==> config.mk <==
export PLATFORM = sky130hd
export DESIGN_NAME = grid_dda_ray_caster
export DESIGN_NICKNAME = d
export VERILOG_FILES = /design/src/gdr_pkg.sv /design/src/grid_dda_ray_caster.sv
export VERILOG_INCLUDE_DIRS = /design/src /design/src/src
export SDC_FILE = /design/constraint.sdc
export NUM_CORES = 2
export LEC_CHECK = 0
export ABC_AREA = 1
export BUFFER_PORTS_ARGS = -buffer_cell sky130_fd_sc_hd__buf_4
export CAP_MARGIN = 5
export CORE_ASPECT_RATIO = 0.7
export CORE_MARGIN = 4
export CORE_UTILIZATION = 35
export DETAILED_ROUTE_END_ITERATION = 7
export HOLD_SLACK_MARGIN = 0.05
export PLACE_DENSITY = 0.59
export SYNTH_ARGS = -nofsm -noshare
export SYNTH_HDL_FRONTEND = slang
export SYNTH_SLANG_ARGS = --single-unit
export TNS_END_PERCENT = 100
==> constraint.sdc <==
create_clock -name i_clk -period 12 [get_ports i_clk]
set_clock_uncertainty 0.1 [all_clocks]
set_input_delay 0 -clock i_clk [delete_from_list [all_inputs] [get_ports i_clk]]
set_output_delay 0 -clock i_clk [all_outputs]
set_load 0.005 [all_outputs]
==> src/assert_macros.svh <==
// Assertion macros shared by the RTL
`ifndef ASSERT_MACROS_SVH
`define ASSERT_MACROS_SVH

// same-cycle implication
`define GDR_ASSERT_NOW(lbl, ante, cons) \
    lbl: assert property (@(posedge i_clk) disable iff (!i_rst_n) (ante) |-> (cons)) \
        else $error("assertion failed");

// next-cycle implication
`define GDR_ASSERT_NEXT(lbl, ante, cons) \
    lbl: assert property (@(posedge i_clk) disable iff (!i_rst_n) (ante) |=> (cons)) \
        else $error("assertion failed");

`endif

==> src/gdr_pkg.sv <==
// Package: constants and codes for the grid DDA ray caster
`timescale 1ns / 1ps
package gdr_pkg;
    localparam int MAP_W_DEF = 32;
    localparam int MAP_H_DEF = 32;
    localparam logic [31:0] DELTA_MAX = 32'hFFFF_FFFF;
    localparam logic [19:0] PERP_MAX = 20'hF_FFFF;
    localparam logic [5:0] MAP_DIM_RST = 6'd32;

    typedef enum logic [1:0] {
        CFG_MAP_WIDTH  = 2'd0,
        CFG_MAP_HEIGHT = 2'd1
    } t_cfg_idx;

    typedef enum logic {
        OP_WRITE = 1'b0,
        OP_CAST  = 1'b1
    } t_op;
endpackage

==> src/grid_dda_ray_caster.sv <==
// Top level: grid DDA ray caster with wall map, shared divider and shift-add multiplier
`timescale 1ns / 1ps
`include "assert_macros.svh"

// After reset the block sweeps the wall map to all walls, one cell per cycle,
// and holds busy meanwhile. A write item goes straight into the map and leaves
// the block idle. A cast runs the shared restoring divider once per nonzero
// direction component (a zero component skips the division), the shared
// shift-add multiplier for each side distance and for the wall offset, then
// the first step and, per cell walked, a map read, a wall test and the next
// step. The result is shown for one cycle with o_valid; the receiver cannot
// stall it.
module grid_dda_ray_caster
    import gdr_pkg::*;
#(
    parameter int MAP_W = MAP_W_DEF,
    parameter int MAP_H = MAP_H_DEF
) (
    input  logic        i_clk,
    input  logic        i_rst_n,
    input  logic        start,
    output logic        busy,
    input  logic        i_operation,
    input  logic [4:0]  i_cell_x,
    input  logic [4:0]  i_cell_y,
    input  logic        i_cell_wall,
    input  logic [16:0] i_pos_x,
    input  logic [16:0] i_pos_y,
    input  logic signed [15:0] i_ray_dir_x,
    input  logic signed [15:0] i_ray_dir_y,
    input  logic        i_cfg_valid,
    output logic        o_cfg_ready,
    input  logic [1:0]  i_cfg_index,
    input  logic [5:0]  i_cfg_data,
    output logic        o_valid,
    output logic [19:0] o_wall_dist,
    output logic        o_side,
    output logic [11:0] o_wall_frac
);
    localparam int XW = (MAP_W > 1) ? $clog2(MAP_W) : 1;
    localparam int YW = (MAP_H > 1) ? $clog2(MAP_H) : 1;
    localparam int AW = XW + YW;
    localparam int DEPTH = MAP_H << XW;

    typedef enum logic [3:0] {
        S_CLEAR, S_IDLE, S_DIV, S_MUL, S_STEP, S_READ, S_TEST, S_MULO
    } t_state;

    t_state       r_state;
    logic [AW-1:0] r_clr;
    logic [5:0]   r_map_width, r_map_height;

    // wall map
    logic         mem [DEPTH];
    logic         r_rd;
    logic         mem_we, mem_wd;
    logic [AW-1:0] mem_wa, rd_addr;

    // ray state
    logic [16:0]  r_px, r_py;
    logic         r_negx, r_negy;
    logic [15:0]  r_magx, r_magy;
    logic [31:0]  r_dlx, r_dly;
    logic [39:0]  r_sx, r_sy, r_perp;
    logic signed [6:0] r_mx, r_my;
    logic         r_side;
    logic         r_ax;

    // shared divider
    logic [15:0]  r_rem;
    logic [4:0]   r_dcnt;
    logic [31:0]  r_quo;
    logic [16:0]  div_t;
    logic         div_ge;
    logic [15:0]  div_mag;

    // shared multiplier
    logic [55:0]  r_ma, r_acc, n_acc;
    logic [15:0]  r_mb;
    logic [3:0]   r_mcnt;

    logic         accept, cast_acc;
    logic [15:0]  in_magx, in_magy;
    logic [5:0]   w_eff, h_eff;
    logic         blocked, step_x;
    logic [39:0]  n_sx, n_sy;
    logic [11:0]  off, n_wf;
    logic [12:0]  fterm_x, fterm_y;

    assign busy        = (r_state != S_IDLE);
    assign o_cfg_ready = 1'b1;
    assign accept      = start && !busy;
    assign cast_acc    = accept && (i_operation == OP_CAST);
    assign in_magx = i_ray_dir_x[15] ? 16'(17'h10000 - {1'b0, i_ray_dir_x}) : i_ray_dir_x;
    assign in_magy = i_ray_dir_y[15] ? 16'(17'h10000 - {1'b0, i_ray_dir_y}) : i_ray_dir_y;

    assign w_eff = (r_map_width  < 6'(MAP_W)) ? r_map_width  : 6'(MAP_W);
    assign h_eff = (r_map_height < 6'(MAP_H)) ? r_map_height : 6'(MAP_H);
    assign blocked = r_mx[6] || r_my[6] || (r_mx[5:0] >= w_eff) || (r_my[5:0] >= h_eff) || r_rd;
    assign rd_addr = {r_my[YW-1:0], r_mx[XW-1:0]};

    assign div_mag = r_ax ? r_magy : r_magx;
    assign div_t   = {r_rem, (r_dcnt == 5'd30)};
    assign div_ge  = div_t >= {1'b0, div_mag};

    assign n_acc = r_acc + (r_mb[0] ? r_ma : 56'd0);

    assign step_x = r_sx < r_sy;
    assign n_sx   = r_sx + {8'd0, r_dlx};
    assign n_sy   = r_sy + {8'd0, r_dly};

    assign fterm_x = r_negx ? {1'b0, r_px[11:0]} : 13'(13'd4096 - {1'b0, r_px[11:0]});
    assign fterm_y = r_negy ? {1'b0, r_py[11:0]} : 13'(13'd4096 - {1'b0, r_py[11:0]});

    assign off  = n_acc[29:18];
    assign n_wf = r_side ? (r_negx ? r_px[11:0] - off : r_px[11:0] + off)
                         : (r_negy ? r_py[11:0] - off : r_py[11:0] + off);

    always_comb begin
        mem_we = 1'b0;
        mem_wa = r_clr;
        mem_wd = 1'b1;
        if (r_state == S_CLEAR) begin
            mem_we = 1'b1;
        end else if (accept && i_operation == OP_WRITE &&
                     {1'b0, i_cell_x} < 6'(MAP_W) && {1'b0, i_cell_y} < 6'(MAP_H)) begin
            mem_we = 1'b1;
            mem_wa = {i_cell_y[YW-1:0], i_cell_x[XW-1:0]};
            mem_wd = i_cell_wall;
        end
    end

    always_ff @(posedge i_clk) begin
        if (mem_we) begin
            mem[mem_wa] <= mem_wd;
        end
        r_rd <= mem[rd_addr];
    end

    always_ff @(posedge i_clk) begin
        if (!i_rst_n) begin
            r_map_width  <= MAP_DIM_RST;
            r_map_height <= MAP_DIM_RST;
        end else if (i_cfg_valid && o_cfg_ready) begin
            unique case (i_cfg_index)
                CFG_MAP_WIDTH:  r_map_width  <= i_cfg_data;
                CFG_MAP_HEIGHT: r_map_height <= i_cfg_data;
                default: ;
            endcase
        end
    end

    // walk step: cross the nearer grid line
    task automatic do_step();
        if (step_x) begin
            r_perp <= r_sx;
            r_sx   <= n_sx;
            r_mx   <= r_negx ? r_mx - 7'sd1 : r_mx + 7'sd1;
            r_side <= 1'b0;
        end else begin
            r_perp <= r_sy;
            r_sy   <= n_sy;
            r_my   <= r_negy ? r_my - 7'sd1 : r_my + 7'sd1;
            r_side <= 1'b1;
        end
    endtask

    always_ff @(posedge i_clk) begin
        if (!i_rst_n) begin
            r_state <= S_CLEAR;
            r_clr   <= '0;
            o_valid <= 1'b0;
        end else begin
            o_valid <= 1'b0;
            unique case (r_state)
                S_CLEAR: begin
                    r_clr <= r_clr + 1'b1;
                    if (r_clr == AW'(DEPTH - 1)) begin
                        r_state <= S_IDLE;
                    end
                end
                S_IDLE: begin
                    if (cast_acc) begin
                        r_px   <= i_pos_x;
                        r_py   <= i_pos_y;
                        r_negx <= i_ray_dir_x[15];
                        r_negy <= i_ray_dir_y[15];
                        r_magx <= in_magx;
                        r_magy <= in_magy;
                        r_mx   <= {2'b00, i_pos_x[16:12]};
                        r_my   <= {2'b00, i_pos_y[16:12]};
                        r_dlx  <= DELTA_MAX;
                        r_dly  <= DELTA_MAX;
                        r_ax   <= 1'b0;
                        r_rem  <= '0;
                        r_dcnt <= 5'd30;
                        r_quo  <= '0;
                        r_state <= S_DIV;
                    end
                end
                S_DIV: begin
                    if (div_mag == 16'd0) begin
                        r_dcnt <= 5'd30;
                        r_rem  <= '0;
                        r_quo  <= '0;
                        if (r_ax) begin
                            r_ma    <= {24'd0, r_dlx};
                            r_mb    <= {3'd0, fterm_x};
                            r_acc   <= '0;
                            r_mcnt  <= '0;
                            r_ax    <= 1'b0;
                            r_state <= S_MUL;
                        end else begin
                            r_ax <= 1'b1;
                        end
                    end else begin
                        r_rem <= div_ge ? 16'(div_t - {1'b0, div_mag}) : div_t[15:0];
                        r_quo <= {r_quo[30:0], div_ge};
                        r_dcnt <= r_dcnt - 5'd1;
                        if (r_dcnt == 5'd0) begin
                            r_dcnt <= 5'd30;
                            r_rem  <= '0;
                            r_quo  <= '0;
                            if (r_ax) begin
                                r_dly   <= {r_quo[30:0], div_ge};
                                r_ma    <= {24'd0, r_dlx};
                                r_mb    <= {3'd0, fterm_x};
                                r_acc   <= '0;
                                r_mcnt  <= '0;
                                r_ax    <= 1'b0;
                                r_state <= S_MUL;
                            end else begin
                                r_dlx <= {r_quo[30:0], div_ge};
                                r_ax  <= 1'b1;
                            end
                        end
                    end
                end
                S_MUL: begin
                    r_acc  <= n_acc;
                    r_ma   <= {r_ma[54:0], 1'b0};
                    r_mb   <= {1'b0, r_mb[15:1]};
                    r_mcnt <= r_mcnt + 4'd1;
                    if (r_mcnt == 4'd15) begin
                        r_acc  <= '0;
                        r_mcnt <= '0;
                        if (r_ax) begin
                            r_sy    <= n_acc[51:12];
                            r_state <= S_STEP;
                        end else begin
                            r_sx <= n_acc[51:12];
                            r_ma <= {24'd0, r_dly};
                            r_mb <= {3'd0, fterm_y};
                            r_ax <= 1'b1;
                        end
                    end
                end
                S_STEP: begin
                    do_step();
                    r_state <= S_READ;
                end
                S_READ: begin
                    r_state <= S_TEST;
                end
                S_TEST: begin
                    if (blocked) begin
                        r_ma    <= {16'd0, r_perp};
                        r_mb    <= r_side ? r_magx : r_magy;
                        r_acc   <= '0;
                        r_mcnt  <= '0;
                        r_state <= S_MULO;
                    end else begin
                        do_step();
                        r_state <= S_READ;
                    end
                end
                S_MULO: begin
                    r_acc  <= n_acc;
                    r_ma   <= {r_ma[54:0], 1'b0};
                    r_mb   <= {1'b0, r_mb[15:1]};
                    r_mcnt <= r_mcnt + 4'd1;
                    if (r_mcnt == 4'd15) begin
                        o_valid     <= 1'b1;
                        o_wall_dist <= (|r_perp[39:24]) ? PERP_MAX : r_perp[23:4];
                        o_side      <= r_side;
                        o_wall_frac <= n_wf;
                        r_state     <= S_IDLE;
                    end
                end
                default: r_state <= S_IDLE;
            endcase
        end
    end

    `GDR_ASSERT_NEXT(a_strobe_single, o_valid, !o_valid)
    `GDR_ASSERT_NEXT(a_cast_busy, cast_acc, busy)
    `GDR_ASSERT_NOW(a_valid_from_mul, o_valid, $past(r_state) == S_MULO)
    `GDR_ASSERT_NOW(a_no_write_busy, mem_we && r_state != S_CLEAR, !busy)
endmodule
# Word level (Yosys, flattened, before mapping)
# Memory sizes are Yosys's and may differ from the RTL's. A register that Yosys moved wholly into a read port is not among the register bits.
# Index checks and enable logic that the tools add are counted.
[classes] addsub=19 n_lt_le_gt_ge=6 n_eq_ne=25 n_mux=111 bitwise=1 n_reduce_logical=34
[ops] operator="two-way mux 56 bit" count=12
[ops] operator="case mux 56 bit (4 select lines)" count=2
[ops] operator="two-way mux 40 bit" count=10
[ops] operator="case mux 40 bit (3 select lines)" count=2
[ops] operator="two-way mux 32 bit" count=7
[ops] operator="two-way mux 16 bit" count=10
[ops] operator="case mux 32 bit (2 select lines)" count=2
[ops] operator="two-way mux 31 bit" count=3
[ops] operator="adder 40 x 32 -> 40 bit" count=2
[ops] operator="case mux 40 bit (2 select lines)" count=1
[ops] operator="case mux 16 bit (4 select lines)" count=1
[ops] operator="case mux 31 bit (2 select lines)" count=1
[ops] operator="two-way mux 15 bit" count=4
[ops] operator="adder 56 bit" count=1
[ops] operator="two-way mux 7 bit" count=8
[ops] operator="two-way mux 4 bit" count=13
[ops] operator="case mux 7 bit (3 select lines)" count=2
[ops] operator="< comparator 40 bit" count=1
[ops] operator="two-way mux 12 bit" count=3
[ops] operator="case mux 16 bit (2 select lines)" count=1
[ops] operator="case mux 4 bit (8 select lines)" count=1
[ops] operator="subtractor 1 x 16 -> 16 bit (first input constant)" count=2
[ops] operator="two-way mux 13 bit" count=2
[ops] operator="subtractor 13 x 12 -> 13 bit (first input constant)" count=2
[ops] operator="other kinds (48)" count=103
[word_totals] register_bits=502 ramBits=1024 input_bits=90 output_inout_bits=36 word_cells=229 n_memories=1
[memory_table] memory="mem" words=1024 width=1 read_ports=1 rd_clocked_by_memory_dff=1 write_ports=1 line_no="grid_dda_ray_caster.sv:54" text="logic mem [DEPTH];"

# Depth between registers and ports, before layout
[logic_depth] word_depth=8 depth_mapped=34 ltp_nobuf=32

# Worst setup path after synthesis
# Ideal clock, no wire load.
[synth_path] path_kind="register to register" from="reg r_mx[0]" to="reg r_acc[0], enable pin" setup_time_ns=0.790 t_arrival_ns=11.088 t_required_ns=11.110 path_slack_ns=0.022 stages_incl_launch_ff=17 path_buffers=4 synth_period_minus_slack_ns=11.978 path_cell_list="edfxtp_1 -> clkbuf_1 -> inv_1 -> buf_2 -> clkbuf_1 -> buf_2 -> ha_1 -> o21a_1 -> o21a_1 -> o21ai_0 -> nand2_1 -> nand2_1 -> nand2_1 -> nand2_1 -> o2111ai_1 -> nor2_1 -> a211oi_1"
[synth_between] elab_chain_cells=6
[synth_lines] item="from (decl)" line_no="grid_dda_ray_caster.sv:65" text="logic signed [6:0] r_mx, r_my;"
[synth_lines] item="from (signal assigned)" line_no="grid_dda_ray_caster.sv:190" text="r_mx <= {2'b00, i_pos_x[16:12]};"
[synth_lines] item="greater-or-equal comparator 6 bit" line_no="grid_dda_ray_caster.sv:99" text="assign blocked = r_mx[6] || r_my[6] || (r_mx[5:0] >= w_eff) || (r_my[5:0] >= h_eff) || r_rd;"
[synth_lines] item="logical OR 1 bit (3 in a row)" line_no="grid_dda_ray_caster.sv:99"
[synth_lines] item="!= test 2 bit (no source line)"
[synth_lines] item="AND reduction 4 bit (no source line)"
[synth_lines] item="to (signal assigned)" line_no="grid_dda_ray_caster.sv:240" text="r_acc <= n_acc;"
[synth_lines] item="to (signal assigned)" line_no="grid_dda_ray_caster.sv:278" text="r_acc <= n_acc;"
[synth_lines] item="to (decl)" line_no="grid_dda_ray_caster.sv:78" text="logic [55:0] r_ma, r_acc, n_acc;"
# No other way between the ends.
# A chain may end at the register's enable or synchronous reset.

# Worst setup path in the final report
[layout_path] from="reg r_mb[0]" to="reg o_wall_frac[9] (data pin)"
[layout_between] elab_chain_cells=5 word_cells_on_any_way=9 cone_classes="add/sub: 5; mux: 4"
[layout_lines] item="from (decl)" line_no="grid_dda_ray_caster.sv:79" text="logic [15:0] r_mb;"
[layout_lines] item="from (signal assigned)" line_no="grid_dda_ray_caster.sv:208" text="r_mb <= {3'd0, fterm_x};"
[layout_lines] item="from (signal assigned)" line_no="grid_dda_ray_caster.sv:227" text="r_mb <= {3'd0, fterm_x};"
[layout_lines] item="from (signal assigned)" line_no="grid_dda_ray_caster.sv:242" text="r_mb <= {1'b0, r_mb[15:1]};"
[layout_lines] item="two-way mux 56 bit *" line_no="grid_dda_ray_caster.sv:106" text="assign n_acc = r_acc + (r_mb[0] ? r_ma : 56'd0);"
[layout_lines] item="adder 56 bit *" line_no="grid_dda_ray_caster.sv:106"
[layout_lines] item="adder 12 bit (tied with other cells)" line_no="grid_dda_ray_caster.sv:117" text=": (r_negy ? r_py[11:0] - off : r_py[11:0] + off);"
[layout_lines] item="two-way mux 12 bit, on equally long branches" line_no="grid_dda_ray_caster.sv:117, grid_dda_ray_caster.sv:116"
[layout_lines] item="two-way mux 12 bit *" line_no="grid_dda_ray_caster.sv:116" text="assign n_wf = r_side ? (r_negx ? r_px[11:0] - off : r_px[11:0] + off)"
[layout_lines] item="named net n_wf[9]" line_no="grid_dda_ray_caster.sv:87" text="logic [11:0] off, n_wf;"
[layout_lines] item="to (signal assigned)" line_no="grid_dda_ray_caster.sv:286" text="o_wall_frac <= n_wf;"
[layout_lines] item="to (decl)" line_no="grid_dda_ray_caster.sv:38" text="output logic [11:0] o_wall_frac"
# Mark *: on every way through the listed nets, which the timed path passes. The rest lies on a longest branch.

==> results.json <==
{
  "outcome": "finished, final reports clean",
  "final-seq-area_sq_mm": 0.04531,
  "io_buffers": 124,
  "grt_pass1_wl_mm": 389.3,
  "pin_count": 126,
  "yosys_most_used_dff": "edfxtp_1",
  "clock_latency_ns": 0.81,
  "synth.distinct_cells": 60,
  "setup_viol": 0,
  "die_y_microns": 404,
  "htree_num_levels": 4,
  "synth_area_sq_mm": 0.07841,
  "gp_congestion": 0.9777,
  "ys_ff_latch": 1518,
  "drive_gt1_share_pct": 6.506,
  "vias_per_cell": 5.527,
  "final_nets": 8906,
  "drv_cap": 0,
  "critPathLaunchType": "register",
  "cpPeakStageDelay_ns": 0.48,
  "crit_type": "reg -> reg",
  "placedCellCount": 11190,
  "end_kind": "register",
  "cellLeakagePower_nw": 31.40,
  "core-area_sq_mm": 0.2230,
  "fmax_ghz": 0.1833,
  "yosys-top-cells-area": "edfxtp_1, nor2_1, nand2_1",
  "overflow": 0,
  "clock_path_buffers": 4,
  "synth_edf_count": 1491,
  "yosysWarnings": 0,
  "hold_violations": 0,
  "powerDensity_mw_per_mm2": 160.8,
  "drc": 0,
  "ant_nets": 0,
  "min_period_ns": 5.454,
  "crit_top_cell": "nand2_1",
  "cts-root-buf": "clkbuf_16",
  "worst_pin_slew_ns": 1.287,
  "max-vdd-ir-drop_v": 0.0001247,
  "relSlewSlack_pct": 14.00,
  "grtUsageTotal_pct": 22.05,
  "area_growth_pct": 13.00,
  "rsz0062_at_grt": "false",
  "drt-initial-drc-count": 8482,
  "async_flop_share_pct": 0,
  "yosys.area.top_type": "edfxtp_1",
  "grt_max_degree": 277,
  "arrival_ns": 5.90,
  "design.die.area_sq_mm": 0.2318,
  "num_vias": 64350,
  "wl_per_cell_microns": 22.83,
  "num-fill-cells": 22020,
  "required_ns": 12.44,
  "min_path_type": "in -> reg",
  "clkTransAtPathRegs_ns": 0.06,
  "dp_hpwl_mm": 164.8,
  "cts_sinks": 1518,
  "synth_most_common_cell": "nor2_1",
  "multiInputGateArea_sq_mm": 0.02893,
  "postSynthCellCount": 8541,
  "finalCritPeriodShare_pct": 45.45,
  "slowest_stage": "buf_4",
  "synth_nets": 8861,
  "routed_wl_mm": 265.8,
  "yosysTopAreaCellShare_pct": 57.10,
  "cts_tree": "yes",
  "grt_pass1_vias": 59180,
  "finalSetupTns_ns": 0,
  "critPathMaxFanout": 52,
  "seq_area_frac_synth_pct": 57.79,
  "cts_inserted_buffers": 157,
  "stdcell_count": 11640,
  "die_x_microns": 573.7,
  "drv_slew": 0,
  "rows": 145,
  "antenna_found_initial": 6,
  "start_util_pct": 35.17,
  "dr.pass1.iters": 6,
  "synth_common_cells": "nor2_1, edfxtp_1, nand2_1",
  "syn_avg_cell_area_sq_um": 9.180
}
[path summary, 6_finish.rpt]
| check | start | to | slack, ns | depth (start not counted) |
|---|---|---|---|---|
| max | r_mb[0] | o_wall_frac[9] | 6.55 | 30 |
| min | i_ray_dir_x[7] | r_magx[7] | 0.11 | 3 |
| max reg2reg | r_mb[0] | o_wall_frac[9] | 6.55 | 30 |
| min reg2reg | r_map_width[0] | r_map_width[0] | 0.38 | 2 |
[cells in the final DEF (no fill, tap or decap), drive strengths merged, types with 22 or more instances in the layout]
master	netlist	layout
o21a	25	25
o21ai	812	812
edfxtp	1491	1491
buf	99	226
clkbuf	422	201
nor2	2038	2038
a31oi	42	42
a21o	22	22
nand4	30	30
or2	31	31
nor3	63	63
dlygate4sd3	0	181
ha	222	222
clkinv	5	62
dfxtp	27	27
a21oi	272	272
xnor2	49	49
o22ai	272	272
o2111ai	39	39
nand3	412	412
xor2	82	82
nand2	1305	1305
inv	635	639
[cell families (layout without fill, tap and decap cells)]
kind of cell / count (synthesis) / count (layout) / share of synthesized area (%)
DFF: 1518 / 1518 / 57.79
and+or+nand+nor: 3920 / 3920 / 20.00
AOI/OAI and AO/OA: 1576 / 1576 / 11.28
xor gates and xnor gates: 131 / 131 / 1.463
other: 1 / 5 / 0.004783
buffers and inverters: 1161 / 1319 / 5.662
adders and majority gates: 230 / 230 / 3.747
muxes: 4 / 4 / 0.05107
[where the power goes]
part | switching [mW] | internal [mW] | leakage (nW)
clock network | 2.12 | 2.55 | 2.26
logic | 2.51 | 0.890 | 15.5
registers | 0.105 | 6.07 | 13.6
total | 4.74 | 9.51 | 31.4
[cell type report]
type	count	area share [%]
flip-flops and latches	1518	51.14
multi-input cells	5862	32.65
clock buffers	201	4.693
well taps	2940	4.152
repair buffers	407	4.067
inverters	640	2.730
clock inverters	71	0.5564
diodes	4	0.01130
[metrics by stage]
stage	worst slack [ns]	power [mW]	utilization [%]	instance area [sq um]	hold WS, ns
after floorplan	0.02192	8.342	-	78410	-0.001131
after global placement	6.586	9.517	36.82	82100	0.07892
after detailed placement	6.527	9.548	36.82	82100	0.07926
after CTS	6.490	14.23	39.72	88560	0.06528
after global routing	5.860	14.82	39.73	88600	0.1029
final	6.546	14.25	39.74	88600	0.1125
[sequential cells by signal, summed over array words and instances (netlist names), 5 cells and up]
| name | flops |
|---|---|
| mem | 1024 |
| o_wall_dist | 20 |
| o_wall_frac | 12 |
| r_acc | 52 |
| r_clr | 10 |
| r_dcnt | 5 |
| r_dlx | 32 |
| r_dly | 32 |
| r_ma | 52 |
| r_magx | 16 |
| r_magy | 16 |
| r_map_height | 6 |
| r_map_width | 6 |
| r_mb | 16 |
| r_mx | 7 |
| r_my | 7 |
| r_perp | 40 |
| r_px | 12 |
| r_py | 12 |
| r_quo | 31 |
| r_rem | 16 |
| r_sx | 40 |
| r_sy | 40 |
[routing by layer]
| metal | vias up | global-route usage (%) | share of wire (%) |
|---|---|---|---|
| met4 | 0 | 6.217 | 3.0 |
| li1 | 29230 | - | - |
| met2 | 3183 | 32.49 | 42 |
| met5 | - | 0 | 0 |
| met3 | 457 | 3.902 | 10 |
| met1 | 31480 | 33.10 | 44 |
[worst max-delay path: cells and delay by family, from the launching register on]
family                     cells  cell delay (ns)
and+or+nand+nor               19             2.25
adders and majority gates      3             1.00
buffers and inverters          4             0.76
AOI/OAI and AO/OA              4             0.76
DFF                            1             0.32
[repair_timing]
action | 4_1_cts | 5_1_grt
hold buffers | 181 | 0
gates resized for setup | 0 | 0
hold endpoints to repair | 188 | 0
setup buffers | 0 | 0
No activity file was read; power rests on OpenSTA's default activity.
